$ cat config.mk
export PLATFORM = sky130hd
export DESIGN_NAME = line_sensor_calibrate_and_locate
export DESIGN_NICKNAME = d
export VERILOG_FILES = /design/src/hdl/lscl_pkg.sv /design/src/hdl/lscl_lane.sv /design/src/hdl/lscl_merge.sv /design/src/hdl/line_sensor_calibrate_and_locate.sv
export SDC_FILE = /design/constraint.sdc
export NUM_CORES = 2
export LEC_CHECK = 0
export BUFFER_PORTS_ARGS = -buffer_cell sky130_fd_sc_hd__buf_2
export CAP_MARGIN = 20
export CORE_MARGIN = 2
export CORE_UTILIZATION = 45
export CTS_CLUSTER_SIZE = 28
export DETAILED_ROUTE_END_ITERATION = 10
export GPL_ROUTABILITY_DRIVEN = 0
export SYNTH_ARGS = -nofsm -noshare
export SYNTH_HDL_FRONTEND = slang
export SYNTH_SLANG_ARGS = --single-unit
$ cat constraint.sdc
create_clock -name i_clk -period 16.9 [get_ports i_clk]
set_clock_uncertainty 0.1 [all_clocks]
set_input_delay 2.535 -clock i_clk [delete_from_list [all_inputs] [get_ports i_clk]]
set_output_delay 2.535 -clock i_clk [all_outputs]
set_load 0.005 [all_outputs]
$ cat src/hdl/lscl_pkg.sv
// ----------------------------------------------------------------------------
// lscl_pkg
// Shared types and constants for the five-sensor line locator.
// ----------------------------------------------------------------------------
package lscl_pkg;

    localparam int SENSOR_COUNT = 5;
    localparam int CENTRE_INDEX = 2;
    localparam int KIND_W       = 3;
    localparam int POS_W        = 13;
    localparam int IDX_W        = 3;

    typedef enum logic [KIND_W-1:0] {
        KIND_START      = 3'd0,
        KIND_CALIB      = 3'd1,
        KIND_FINISH     = 3'd2,
        KIND_LOAD_LOW   = 3'd3,
        KIND_LOAD_HIGH  = 3'd4,
        KIND_MEASURE    = 3'd5
    } t_kind;

    typedef enum logic [1:0] {
        ST_IDLE,
        ST_MUL,
        ST_DIV,
        ST_MERGE
    } t_state;

    typedef struct packed {
        logic  upd;
        t_kind kind;
        logic  swap;
        logic  mul;
        logic  step;
    } t_lane_ctrl;

endpackage

$ cat src/hdl/lscl_lane.sv
// ----------------------------------------------------------------------------
// lscl_lane
// One sensor lane: holds the calibration bounds and normalizes a sample by a
// scaled multiply followed by a bit-serial restoring divide.
// ----------------------------------------------------------------------------
module lscl_lane
    import lscl_pkg::*;
#(
    parameter int SAMPLE_BITS = 12,
    parameter int FULL_SCALE  = 1000,
    localparam int NORM_W     = $clog2(FULL_SCALE + 1)
) (
    input  logic                   i_clk,
    input  logic                   i_rst_n,
    input  t_lane_ctrl             i_ctrl,
    input  logic [SAMPLE_BITS-1:0] i_sample,
    output logic [NORM_W-1:0]      o_norm
);

    localparam int SB = SAMPLE_BITS;
    localparam int NW = SB + NORM_W;

    logic [SB-1:0]        r_lo;
    logic [SB-1:0]        r_hi;
    logic [SB-1:0]        r_x;
    logic [NW-1:0]        r_num;
    logic [SB-1:0]        r_rem;
    logic [SB-1:0]        r_den;
    logic                 r_zero;

    logic signed [SB:0]   w_diff;
    logic signed [SB:0]   w_span;
    logic [SB-1:0]        w_adiff;
    logic [SB-1:0]        w_aspan;
    logic [NW-1:0]        w_prod;
    logic [SB:0]          w_rem_sh;
    logic [SB:0]          w_rem_sub;
    logic                 w_ge;

    assign w_diff    = $signed({1'b0, r_x}) - $signed({1'b0, r_lo});
    assign w_span    = $signed({1'b0, r_hi}) - $signed({1'b0, r_lo});
    assign w_adiff   = w_diff[SB] ? SB'(-w_diff) : w_diff[SB-1:0];
    assign w_aspan   = w_span[SB] ? SB'(-w_span) : w_span[SB-1:0];
    assign w_prod    = NW'(w_adiff) * NW'(FULL_SCALE);
    assign w_rem_sh  = {r_rem, r_num[NW-1]};
    assign w_rem_sub = w_rem_sh - {1'b0, r_den};
    assign w_ge      = (w_rem_sh >= {1'b0, r_den});

    always_ff @(posedge i_clk) begin
        if (!i_rst_n) begin
            r_lo <= '0;
            r_hi <= '1;
        end else if (i_ctrl.upd) begin
            case (i_ctrl.kind)
                KIND_START: begin
                    r_lo <= i_sample;
                    r_hi <= i_sample;
                end
                KIND_CALIB: begin
                    if (i_sample < r_lo) r_lo <= i_sample;
                    if (i_sample > r_hi) r_hi <= i_sample;
                end
                KIND_FINISH: begin
                    if (i_ctrl.swap) begin
                        r_lo <= r_hi;
                        r_hi <= r_lo;
                    end
                end
                KIND_LOAD_LOW:  r_lo <= i_sample;
                KIND_LOAD_HIGH: r_hi <= i_sample;
                default: ;
            endcase
        end
    end

    always_ff @(posedge i_clk) begin
        if (i_ctrl.upd && i_ctrl.kind == KIND_MEASURE) begin
            r_x <= i_sample;
        end
        if (i_ctrl.mul) begin
            r_num  <= w_prod;
            r_den  <= w_aspan;
            r_rem  <= '0;
            r_zero <= (w_span == '0) || (w_diff == '0) || (w_diff[SB] != w_span[SB]);
        end else if (i_ctrl.step) begin
            r_rem <= w_ge ? w_rem_sub[SB-1:0] : w_rem_sh[SB-1:0];
            r_num <= {r_num[NW-2:0], w_ge};
        end
    end

    assign o_norm = r_zero ? '0 :
                    (r_num > NW'(FULL_SCALE)) ? NORM_W'(FULL_SCALE) : r_num[NORM_W-1:0];

endmodule

$ cat src/hdl/lscl_merge.sv
// ----------------------------------------------------------------------------
// lscl_merge
// Combine the lane results: pick the strongest sensor, sign the offset from
// its neighbours and register the saturated line position.
// ----------------------------------------------------------------------------
module lscl_merge
    import lscl_pkg::*;
#(
    parameter int FULL_SCALE = 1000,
    localparam int NORM_W    = $clog2(FULL_SCALE + 1)
) (
    input  logic              i_clk,
    input  logic              i_load,
    input  logic [NORM_W-1:0] i_norm [SENSOR_COUNT],
    output logic [POS_W-1:0]  o_position,
    output logic [IDX_W-1:0]  o_strongest
);

    localparam int CW = (NORM_W + 3 > POS_W + 1) ? NORM_W + 3 : POS_W + 1;
    localparam logic signed [CW-1:0] FS_S   = CW'(FULL_SCALE);
    localparam logic signed [CW-1:0] POS_LO = CW'(-(2 ** (POS_W - 1)));
    localparam logic signed [CW-1:0] POS_HI = CW'((2 ** (POS_W - 1)) - 1);

    logic [IDX_W-1:0] w_best;
    logic [POS_W-1:0] w_pos;
    logic [POS_W-1:0] r_pos;
    logic [IDX_W-1:0] r_idx;

    always_comb begin
        logic [NORM_W-1:0]      peak;
        logic                   neg;
        logic signed [CW-1:0]   base;
        logic signed [CW-1:0]   pk;
        logic signed [CW-1:0]   sum;
        w_best = IDX_W'(CENTRE_INDEX);
        peak   = i_norm[CENTRE_INDEX];
        for (int i = 0; i < SENSOR_COUNT; i++) begin
            if (i_norm[i] > peak) begin
                peak   = i_norm[i];
                w_best = IDX_W'(i);
            end
        end
        case (w_best)
            IDX_W'(0):                neg = 1'b1;
            IDX_W'(SENSOR_COUNT - 1): neg = 1'b0;
            default:                  neg = i_norm[w_best - 1'b1] > i_norm[w_best + 1'b1];
        endcase
        case (w_best)
            IDX_W'(0): base = -(FS_S + FS_S);
            IDX_W'(1): base = -FS_S;
            IDX_W'(3): base = FS_S;
            IDX_W'(4): base = FS_S + FS_S;
            default:   base = '0;
        endcase
        pk  = $signed(CW'(peak));
        sum = neg ? base - pk : base + pk;
        if (sum < POS_LO) begin
            sum = POS_LO;
        end else if (sum > POS_HI) begin
            sum = POS_HI;
        end
        w_pos = sum[POS_W-1:0];
    end

    always_ff @(posedge i_clk) begin
        if (i_load) begin
            r_pos <= w_pos;
            r_idx <= w_best;
        end
    end

    assign o_position  = r_pos;
    assign o_strongest = r_idx;

endmodule

$ cat src/hdl/line_sensor_calibrate_and_locate.sv
// ----------------------------------------------------------------------------
// line_sensor_calibrate_and_locate
// Five-sensor floor line locator with per-sensor min/max calibration.
//
// Channel  Dir  tdata (low bit up)                          tuser
// s_axis   in   sample far left, left, centre, right,       kind
//               far right (SAMPLE_BITS each), zero pad
// m_axis   out  line_position (13, signed),                 -
//               strongest_sensor (3)
//
// Calibration and load beats update the bounds as they are accepted.
// A measure beat runs through the multiply, the bit-serial divide in each of
// the five lanes and the merge before the next beat is taken.
// One item is in work at a time; a finished result waits in the output
// register while the next beat is taken.
// Reset is synchronous; bounds return to low zero and high all ones.
// ----------------------------------------------------------------------------
module line_sensor_calibrate_and_locate
    import lscl_pkg::*;
#(
    parameter int FULL_SCALE  = 1000,
    parameter int SAMPLE_BITS = 12,
    localparam int IN_W       = ((SENSOR_COUNT * SAMPLE_BITS + 7) / 8) * 8,
    localparam int OUT_W      = ((POS_W + IDX_W + 7) / 8) * 8
) (
    input  logic              i_clk,
    input  logic              i_rst_n,
    input  logic              s_axis_tvalid,
    output logic              s_axis_tready,
    input  logic [IN_W-1:0]   s_axis_tdata,   // far left, left, centre, right, far right
    input  logic [KIND_W-1:0] s_axis_tuser,   // kind
    output logic              m_axis_tvalid,
    input  logic              m_axis_tready,
    output logic [OUT_W-1:0]  m_axis_tdata    // line_position, strongest_sensor
);

    localparam int NORM_W = $clog2(FULL_SCALE + 1);
    localparam int NW     = SAMPLE_BITS + NORM_W;
    localparam int CNT_W  = $clog2(NW + 1);
    localparam int SUM_W  = (SAMPLE_BITS + 3 > 14) ? SAMPLE_BITS + 3 : 14;
    localparam logic [SUM_W-1:0] SWAP_LEVEL = SUM_W'(SENSOR_COUNT * (FULL_SCALE / 2));

    t_state            r_state;
    t_state            n_state;
    logic [CNT_W-1:0]  r_cnt;
    logic [CNT_W-1:0]  n_cnt;
    logic              r_out_valid;
    logic              n_out_valid;

    t_kind             w_kind;
    logic              w_accept;
    logic              w_slot_free;
    logic              w_merge_load;
    logic [SUM_W-1:0]  w_sum;
    t_lane_ctrl        w_ctrl;
    logic [NORM_W-1:0] w_norm [SENSOR_COUNT];
    logic [POS_W-1:0]  w_position;
    logic [IDX_W-1:0]  w_strongest;

    assign w_kind      = t_kind'(s_axis_tuser);
    assign w_accept    = s_axis_tvalid && s_axis_tready;
    assign w_slot_free = !r_out_valid || m_axis_tready;

    always_comb begin
        w_sum = '0;
        for (int i = 0; i < SENSOR_COUNT; i++) begin
            w_sum = w_sum + SUM_W'(s_axis_tdata[i*SAMPLE_BITS +: SAMPLE_BITS]);
        end
    end

    always_comb begin
        n_state = r_state;
        case (r_state)
            ST_IDLE: begin
                if (w_accept && w_kind == KIND_MEASURE) n_state = ST_MUL;
            end
            ST_MUL:  n_state = ST_DIV;
            ST_DIV: begin
                if (r_cnt == CNT_W'(NW - 1)) n_state = ST_MERGE;
            end
            ST_MERGE: begin
                if (w_slot_free) n_state = ST_IDLE;
            end
            default: n_state = ST_IDLE;
        endcase
    end

    always_comb begin
        s_axis_tready = 1'b0;
        w_merge_load  = 1'b0;
        w_ctrl.upd    = 1'b0;
        w_ctrl.kind   = w_kind;
        w_ctrl.swap   = w_sum > SWAP_LEVEL;
        w_ctrl.mul    = 1'b0;
        w_ctrl.step   = 1'b0;
        n_cnt         = '0;
        case (r_state)
            ST_IDLE: begin
                s_axis_tready = 1'b1;
                w_ctrl.upd    = s_axis_tvalid;
            end
            ST_MUL:   w_ctrl.mul = 1'b1;
            ST_DIV: begin
                w_ctrl.step = 1'b1;
                if (r_cnt != CNT_W'(NW - 1)) n_cnt = r_cnt + 1'b1;
            end
            ST_MERGE: w_merge_load = w_slot_free;
            default: ;
        endcase
    end

    always_comb begin
        if (w_merge_load) begin
            n_out_valid = 1'b1;
        end else if (m_axis_tready) begin
            n_out_valid = 1'b0;
        end else begin
            n_out_valid = r_out_valid;
        end
    end

    always_ff @(posedge i_clk) begin
        if (!i_rst_n) begin
            r_state     <= ST_IDLE;
            r_cnt       <= '0;
            r_out_valid <= 1'b0;
        end else begin
            r_state     <= n_state;
            r_cnt       <= n_cnt;
            r_out_valid <= n_out_valid;
        end
    end

    for (genvar g = 0; g < SENSOR_COUNT; g++) begin : g_lane
        lscl_lane #(
            .SAMPLE_BITS (SAMPLE_BITS),
            .FULL_SCALE  (FULL_SCALE)
        ) u_lane (
            .i_clk    (i_clk),
            .i_rst_n  (i_rst_n),
            .i_ctrl   (w_ctrl),
            .i_sample (s_axis_tdata[g*SAMPLE_BITS +: SAMPLE_BITS]),
            .o_norm   (w_norm[g])
        );
    end

    lscl_merge #(
        .FULL_SCALE (FULL_SCALE)
    ) u_merge (
        .i_clk       (i_clk),
        .i_load      (w_merge_load),
        .i_norm      (w_norm),
        .o_position  (w_position),
        .o_strongest (w_strongest)
    );

    assign m_axis_tvalid = r_out_valid;
    assign m_axis_tdata  = OUT_W'({w_strongest, w_position});

`ifndef NO_ASSERTIONS
    a_measure_starts: assert property (@(posedge i_clk) disable iff (!i_rst_n)
        (w_accept && w_kind == KIND_MEASURE) |=> (r_state == ST_MUL))
        else $error("measure beat did not start the multiply");

    a_no_result_other: assert property (@(posedge i_clk) disable iff (!i_rst_n)
        (w_accept && w_kind != KIND_MEASURE && !m_axis_tvalid) |=> !m_axis_tvalid)
        else $error("result raised by a non-measure beat");

    a_index_range: assert property (@(posedge i_clk) disable iff (!i_rst_n)
        m_axis_tvalid |-> (w_strongest <= IDX_W'(SENSOR_COUNT - 1)))
        else $error("strongest sensor index out of range");

    a_cnt_idle: assert property (@(posedge i_clk) disable iff (!i_rst_n)
        (r_state != ST_DIV) |-> (r_cnt == '0))
        else $error("divide counter running outside divide");

    a_no_overwrite: assert property (@(posedge i_clk) disable iff (!i_rst_n)
        (r_state == ST_MERGE && m_axis_tvalid && !m_axis_tready)
            |=> (m_axis_tvalid && $stable(m_axis_tdata)))
        else $error("pending result overwritten by merge");
`endif

endmodule
==> Word level (Yosys, flattened, before mapping) <==
Cells that the tools add are included.
{ "word_totals": {"in_bits": 71, "output_inout_bits": 18, "word_cells": 291, "register_bits": 439} }
{ "classes": {"addsub": 34, "n_bitwise": 2, "multipliers": 5, "reduce_logical": 46, "magnitude_cmp": 31, "eq_ne": 32, "mux": 96} }
{ "ops": {"columns": ["operator", "count"], "rows": [
  ["$mux W12", 35],
  ["$pmux W12 S3", 10],
  ["$mux W22", 10],
  ["$mux W10", 19],
  ["$logic_not A13 Y1", 10],
  ["$sub A12 B12 Y13", 10],
  ["$neg A12 Y12", 10],
  ["$gt A22 B10 Y1 const B", 5],
  ["$mul A12 B7 Y19 const B", 5],
  ["$ge A13 B12 Y1", 5],
  ["$bmux W10 S3", 2],
  ["$gt A10 B10 Y1", 6],
  ["$gt A12 B12 Y1", 5],
  ["$lt A12 B12 Y1", 5],
  ["$sub A12 B12 Y12", 5],
  ["$pmux W14 S4", 1],
  ["$reduce_and A4 Y1", 10],
  ["$ne A2 B1 Y1 const B", 11],
  ["$add A14 B12 Y15", 1],
  ["$add A15 B12 Y15", 1],
  ["$gt A15 B12 Y1 const B", 1],
  ["$add A13 B12 Y14", 1],
  ["$add A14 B11 Y14", 1],
  ["$gt A14 B13 Y1 const B", 1],
  ["other kinds (33)", 76]
]} }

==> Logic depth before layout (Yosys ltp) <==
{ "logic_depth": {"depth_word": 23, "ltp_mapped": 89, "ltp_nobuf": 80} }

==> Modules after synthesis <==
A second synthesis with hierarchy kept.
{ "unflattened": {"hier_cells": 5421, "hier_area_um2": 47747.0} }
{ "by_module_without_submodules": {"columns": ["module", "instances", "seq_area_each_um2", "cells_each", "area_each_um2"], "rows": [
  ["lscl_lane at g_lane[3].u_lane ...", 2, 2102.0, 896, 8095.3],
  ["lscl_lane at g_lane[0].u_lane", 1, 2102.0, 910, 8220.4],
  ["lscl_lane at g_lane[1].u_lane", 1, 2102.0, 926, 8211.6],
  ["lscl_lane at g_lane[2].u_lane", 1, 2102.0, 890, 8085.3],
  ["lscl_merge", 1, 480.5, 638, 4924.7],
  ["line_sensor_calibrate_and_locate", 1, 160.2, 265, 2114.5]
]} }

==> Worst setup path after synthesis <==
OpenSTA, ideal clock, no wires.
{ "synth_timing": {"path_kind": "register -> register", "from": "register g_lane[2].u_lane.r_num[12]", "to": "register u_merge.r_pos[0] (netlist: u_merge.o_position[0]), data pin", "arrival_ns": 16.169, "n_path_buf": 10, "setup_time_ns": 0.261, "stages_incl_launch_ff": 85, "path_slack_ns": 0.370, "period_less_slack_ns": 16.530, "required_time_ns": 16.539, "cell_sequence": "edfxtp_1 > nor4_4 > nand3_4 > nor3_1 > nand2_1 > ha_1 > nor2b_1 > o211ai_1 > o21ai_0 > nand2_1 > maj3_1 > o22ai_1 > buf_2 > mux2_2 > inv_1 > ha_1 > and3_1 > nand3_1 > [49 not listed] > a21o_1 > a21oi_1 > o221ai_1 > nand3_1 > o21ai_1 > inv_1 > nand2_1 > xor2_1 > ha_1 > a21o_1 > a21o_1 > a21oi_1 > o21ai_0 > o21ai_0 > a21oi_2 > nor3_2 > buf_6 > o21ai_1"} }
{ "synth_between": {"elab_chain_len": 23, "word_cells_on_any_way": 41, "classes_between": "add/sub (4); order compare (9); eq/ne (3); mux (22); bitwise (2); reduce/logical (1)"} }
{ "synth_rtl": {"columns": ["element", "line_no", "text"], "rows": [
  ["from (decl)", "lscl_lane.sv:26", "logic [NW-1:0] r_num;"],
  ["from (signal assigned)", "lscl_lane.sv:81", "r_num <= w_prod;"],
  ["from (signal assigned)", "lscl_lane.sv:87", "r_num <= {r_num[NW-2:0], w_ge};"],
  ["$gt A22 B10 Y1 *", "lscl_lane.sv:92", "(r_num > NW'(FULL_SCALE)) ? NORM_W'(FULL_SCALE) : r_num[NORM_W-1:0];"],
  ["$mux W10 *", "lscl_lane.sv:92", null],
  ["$mux W10 *", "lscl_lane.sv:91", "assign o_norm = r_zero ? '0 :"],
  ["$gt A10 B10 Y1", "lscl_merge.sv:38", "if (i_norm[i] > peak) begin"],
  ["$mux W10", "lscl_merge.sv:38", null],
  ["$gt A10 B10 Y1", "lscl_merge.sv:38", null],
  ["$mux W10", "lscl_merge.sv:38", null],
  ["$gt A10 B10 Y1", "lscl_merge.sv:38", null],
  ["[5 not listed]", null, null],
  ["net u_merge.w_best[0]", "lscl_merge.sv:24", "logic [IDX_W-1:0] w_best;"],
  ["[1 not listed]", null, null],
  ["$not A3 Y4 (implied by the code)", "lscl_merge.sv:46", "default: neg = i_norm[w_best - 1'b1] > i_norm[w_best + 1'b1];"],
  ["$bmux W10 S3", "lscl_merge.sv:46", null],
  ["$mux W10 (implied by the code) (2 in a row)", "lscl_merge.sv:46", null],
  ["$gt A10 B10 Y1", "lscl_merge.sv:46", null],
  ["$pmux W1 S2", "lscl_merge.sv:43", "case (w_best)"],
  ["$mux W14 *", "lscl_merge.sv:56", "sum = neg ? base - pk : base + pk;"],
  ["$gt A14 B13 Y1", "lscl_merge.sv:59", "end else if (sum > POS_HI) begin"],
  ["$mux W13", "lscl_merge.sv:59", null],
  ["to (signal assigned)", "lscl_merge.sv:67", "r_pos <= w_pos;"],
  ["to (decl)", "lscl_merge.sv:26", "logic [POS_W-1:0] r_pos;"]
]} }
Mark *: on every way through the listed nets, which the timed path passes. The rest lies on a longest branch. The select of a mux whose other input is x is not followed.
A chain may end at the register's enable or synchronous reset.

==> Final worst setup path <==
{ "layout_timing": {"from": "register g_lane[0].u_lane.r_num[16]", "to": "register u_merge.r_pos[3] (netlist: u_merge.o_position[3]), data pin"} }
{ "layout_between": {"elab_chain_len": 23, "word_cells_on_any_way": 41, "classes_between": "add/sub (4); order compare (9); eq/ne (3); mux (22); bitwise (2); reduce/logical (1)"} }
{ "layout_rtl": {"columns": ["element", "line_no"], "rows": [
  ["from (decl)", "lscl_lane.sv:26"],
  ["from (signal assigned)", "lscl_lane.sv:81"],
  ["from (signal assigned)", "lscl_lane.sv:87"],
  ["$gt A22 B10 Y1 *", "lscl_lane.sv:92"],
  ["$mux W10 *", "lscl_lane.sv:92"],
  ["$mux W10 *", "lscl_lane.sv:91"],
  ["$gt A10 B10 Y1", "lscl_merge.sv:38"],
  ["$mux W10", "lscl_merge.sv:38"],
  ["$gt A10 B10 Y1", "lscl_merge.sv:38"],
  ["$mux W10", "lscl_merge.sv:38"],
  ["$gt A10 B10 Y1", "lscl_merge.sv:38"],
  ["[6 not listed]", null],
  ["$not A3 Y4 (implied by the code)", "lscl_merge.sv:46"],
  ["$bmux W10 S3", "lscl_merge.sv:46"],
  ["$mux W10 (implied by the code) (2 in a row)", "lscl_merge.sv:46"],
  ["$gt A10 B10 Y1", "lscl_merge.sv:46"],
  ["$pmux W1 S2", "lscl_merge.sv:43"],
  ["$mux W14 *", "lscl_merge.sv:56"],
  ["$gt A14 B13 Y1", "lscl_merge.sv:59"],
  ["$mux W13", "lscl_merge.sv:59"]
]} }
Mark *: on every way between the ends. The rest lies on a longest branch, timed or not. The select of a mux whose other input is x is not followed.

==> flow_metrics.env <==
export IMPL_setup_viol=0
export IMPL_ys_ff_latch=439
export IMPL_reg2reg_to="u_merge.o_position[3]$_SDFFCE_PP0P_"
export IMPL_synth_simple_area_share_pct=12.0
export IMPL_synth_top_flop_cell="edfxtp_1"
export IMPL_synth_fp_nets=5872
export IMPL_reg2reg_depth=77
export IMPL_crit_type="flop to flop"
export IMPL_drive_gt1_share_pct=6.14
export IMPL_tightest_slew_ns=1.18
export IMPL_die_y_um=317
export IMPL_fin_crit_sh_pct=94.1
export IMPL_grt_pass1_vias=31735
export IMPL_cts_made_buffers=55
export IMPL_synth_top_family_by_area="adder cells"
export IMPL_final_cell_mix="644 x inv_1, 622 x ha_1, 517 x nand2_1, 336 x o21ai_0, 284 x a21oi_1"
export IMPL_cts_sinks=439
export IMPL_root_buffer="clkbuf_16"
export IMPL_dp_hpwl_um=80600
export IMPL_drt_total_wl_um=102000
export IMPL_relSlewSlack_pct=21.0
export IMPL_reg2reg_slack_ns=1.0
export IMPL_clk_pin_slew_ns=0.06
export IMPL_synthXorXnorAreaFrac_pct=6.84
export IMPL_grt_pass1_wl_um=165000
export IMPL_drtIter0Drc=1842
export IMPL_dp_cells=6187
export IMPL_rows=114
export IMPL_worst_path_max_fanout=22
export IMPL_muxShareOfSynthArea_pct=2.20
export IMPL_io_buffers=84
export IMPL_r2r_start="g_lane[0].u_lane.r_num[16]$_DFFE_PP_"
export IMPL_cp_common_cell="ha_1"
export IMPL_nets=5916
export IMPL_core_um2=96900
export IMPL_maxCapViolCount=0
export IMPL_outcome="completed"
export IMPL_area_delta_synth_final_pct=9.02
export IMPL_final_common_cell="inv_1"
export IMPL_netlist_instances=4929
export IMPL_cts_htree_levels=2
export IMPL_hp_class="flop to flop"
export IMPL_cts_tree="done"
export IMPL_die_area_um2=100000
export IMPL_synthAdderAreaFrac_pct=29.0
export IMPL_cp_data_required_time_ns=17.27
export IMPL_drc=0
export IMPL_vias=33318
export IMPL_critPathArrivalTime_ns=16.27
export IMPL_slowest_stage="or3_1"
export IMPL_finalMaxSlewViolations=0
export IMPL_overflow=0
export IMPL_postRouteAntennaNets=0
export IMPL_clock_latency_ns=0.66
export IMPL_grt_max_degree=98
export IMPL_cts_hold_buf=0
export IMPL_startpoint_type="flop"
export IMPL_stdcell_count=6301
export IMPL_drt_pass1_iter_count=5
export IMPL_async_flop_share_pct=0
export IMPL_synth_compound_area_share_pct=17.8
export IMPL_dieWidth_um=317
export IMPL_syn_area_um2=44000
export IMPL_grtUsageTotal_pct=20.5
export IMPL_wl_per_cell_um=16.2
export IMPL_cp_startpoint="g_lane[0].u_lane.r_num[16]$_DFFE_PP_"
export IMPL_critPathCaptureType="flop"
export IMPL_critical_path_max_stage_delay_ns=0.44
export IMPL_hold_viol=0
export IMPL_clock_fmax_mhz=62.9
export IMPL_ys_types=88
export IMPL_io_pins=89
export IMPL_synth_avg_cell_area_um2=8.94
export IMPL_vias_per_cell=5.29
export IMPL_seq_area_frac_synth_pct=25.3
export IMPL_synth_warnings=0
export IMPL_start_util_pct=45.5
export IMPL_antenna_found_initial=5
export IMPL_synth_enable_flop_cells=236
export IMPL_fin_crit_ns=15.90
export IMPL_clockBufferDepth=3
export IMPL_crit_path_end="u_merge.o_position[3]$_SDFFCE_PP0P_"
-- critical path, delay by kind of cell (launching register included) --
kind	cells	cell delay, ns
and+or+nand+nor	24	3.90
muxes	5	1.53
DFF	1	0.40
xor gates and xnor gates	2	0.40
adders and majority gates	10	3.03
AOI/OAI and AO/OA	29	5.38
buffers and inverters	7	0.97
-- per-layer routing --
metal / part of all wire, % / wire length, um / global-route usage [%] / up-vias
li1: - / - / - / 17027
met1: 49 / 50300 / 29.5 / 15544
met2: 43 / 43800 / 31.6 / 610
met3: 4.5 / 4550 / 2.77 / 137
met4: 3.3 / 3400 / 6.81 / 0
met5: 0 / 0 / 0 / -
-- cell type report --
class                           instances  area [um2]
Sequential cell                       439       11200
Tap cell                             1276        1600
Timing Repair Buffer                  134         837
Inverter                              646        2420
Fill cell                            9087       48800
Clock inverter                         28         439
Multi-Input combinational cell       3697       30100
Clock buffer                           76        1490
Antenna cell                            5        12.5
-- repair_timing --
action                                  4_1_cts  5_1_grt
setup buffers                                 0        1
endpoints found under the setup margin        0       13
gates resized for setup                       0       24
-- sequential cells by signal (all words and copies together), names as in the netlist --
register	count
u_merge.o_position	13
r_state	2
g_lane.u_lane.r_lo	60
m_axis_tvalid	1
g_lane.u_lane.r_hi	60
g_lane.u_lane.r_den	60
g_lane.u_lane.r_rem	60
g_lane.u_lane.r_x	60
u_merge.o_strongest	3
r_cnt	5
g_lane.u_lane.r_zero	5
g_lane.u_lane.r_num	110
-- per-stage QoR --
| step | cell area (um2) | setup slack (ns) | hold WS (ns) | util [%] | TNS, ns |
|---|---|---|---|---|---|
| floorplan | 44000 | 0.370 | 0.333 | - | 0 |
| global placement | 45900 | 0.333 | 0.349 | 47.4 | 0 |
| detailed placement | 45900 | 0.141 | 0.362 | 47.4 | 0 |
| CTS | 47800 | 0.0862 | 0.375 | 49.4 | 0 |
| global route | 48000 | -0.0379 | 0.395 | 49.6 | -0.0379 |
| finish | 48000 | 0.997 | 0.372 | 49.6 | 0 |
-- synthesized netlist by cell type (7+ instances only) --
cell type / count / share of area (%)
a211oi_1: 25 / 0.43
a21boi_0: 12 / 0.20
a21o_1: 151 / 2.6
a21oi_1: 285 / 3.2
a31oi_1: 16 / 0.23
and2_1: 11 / 0.16
and3_1: 18 / 0.26
buf_1: 12 / 0.10
clkbuf_1: 128 / 1.1
dfxtp_1: 203 / 9.2
edfxtp_1: 236 / 16
fa_1: 245 / 11
ha_1: 627 / 18
inv_1: 644 / 5.5
mux2_2: 18 / 0.46
mux2i_1: 75 / 1.7
nand2_1: 518 / 4.4
nand2b_1: 59 / 0.84
nand3_1: 34 / 0.39
nand4_1: 40 / 0.57
nor2_1: 281 / 2.4
nor2b_1: 75 / 1.1
nor3_1: 50 / 0.57
nor4_1: 21 / 0.30
o211a_1: 58 / 1.3
o211ai_1: 91 / 1.6
o21a_1: 9 / 0.15
o21ai_0: 337 / 3.8
o21ai_1: 12 / 0.14
o21ai_2: 9 / 0.18
o21bai_1: 128 / 2.2
o22a_1: 7 / 0.14
o31ai_1: 14 / 0.24
or2_2: 17 / 0.24
or3_1: 17 / 0.24
xnor2_1: 225 / 4.5
xor2_1: 119 / 2.4
-- cell families after synthesis --
kind of cell,Yosys count
AO/OA/AOI/OAI,1220
XOR/XNOR,344
adder cells (fa/ha/maj),873
buffers and inverters,793
flip-flops,439
multiplexers,94
AND/OR/NAND/NOR,1166
-- worst min-delay path by stage --
| stage | startpoint | to | slack, ns | depth (start not counted) |
|---|---|---|---|---|
| 2_1_floorplan | r_cnt[0]$_SDFF_PN0_ | r_cnt[0]$_SDFF_PN0_ | 0.33 | 1 |
| 3_3_place_gp | r_cnt[0]$_SDFF_PN0_ | r_cnt[0]$_SDFF_PN0_ | 0.35 | 1 |
| 3_5_place_dp | r_cnt[0]$_SDFF_PN0_ | r_cnt[0]$_SDFF_PN0_ | 0.36 | 1 |
| 4_1_cts | g_lane[4].u_lane.r_rem[11]$_SDFFE_PP0P_ | g_lane[4].u_lane.r_rem[11]$_SDFFE_PP0P_ | 0.38 | 2 |
| 5_1_grt | g_lane[4].u_lane.r_rem[11]$_SDFFE_PP0P_ | g_lane[4].u_lane.r_rem[11]$_SDFFE_PP0P_ | 0.40 | 2 |
| 6_report | r_cnt[0]$_SDFF_PN0_ | r_cnt[0]$_SDFF_PN0_ | 0.37 | 1 |
Power is not shown: default switching activity piles up to over one toggle a cycle in this logic, so the estimate is an artifact.
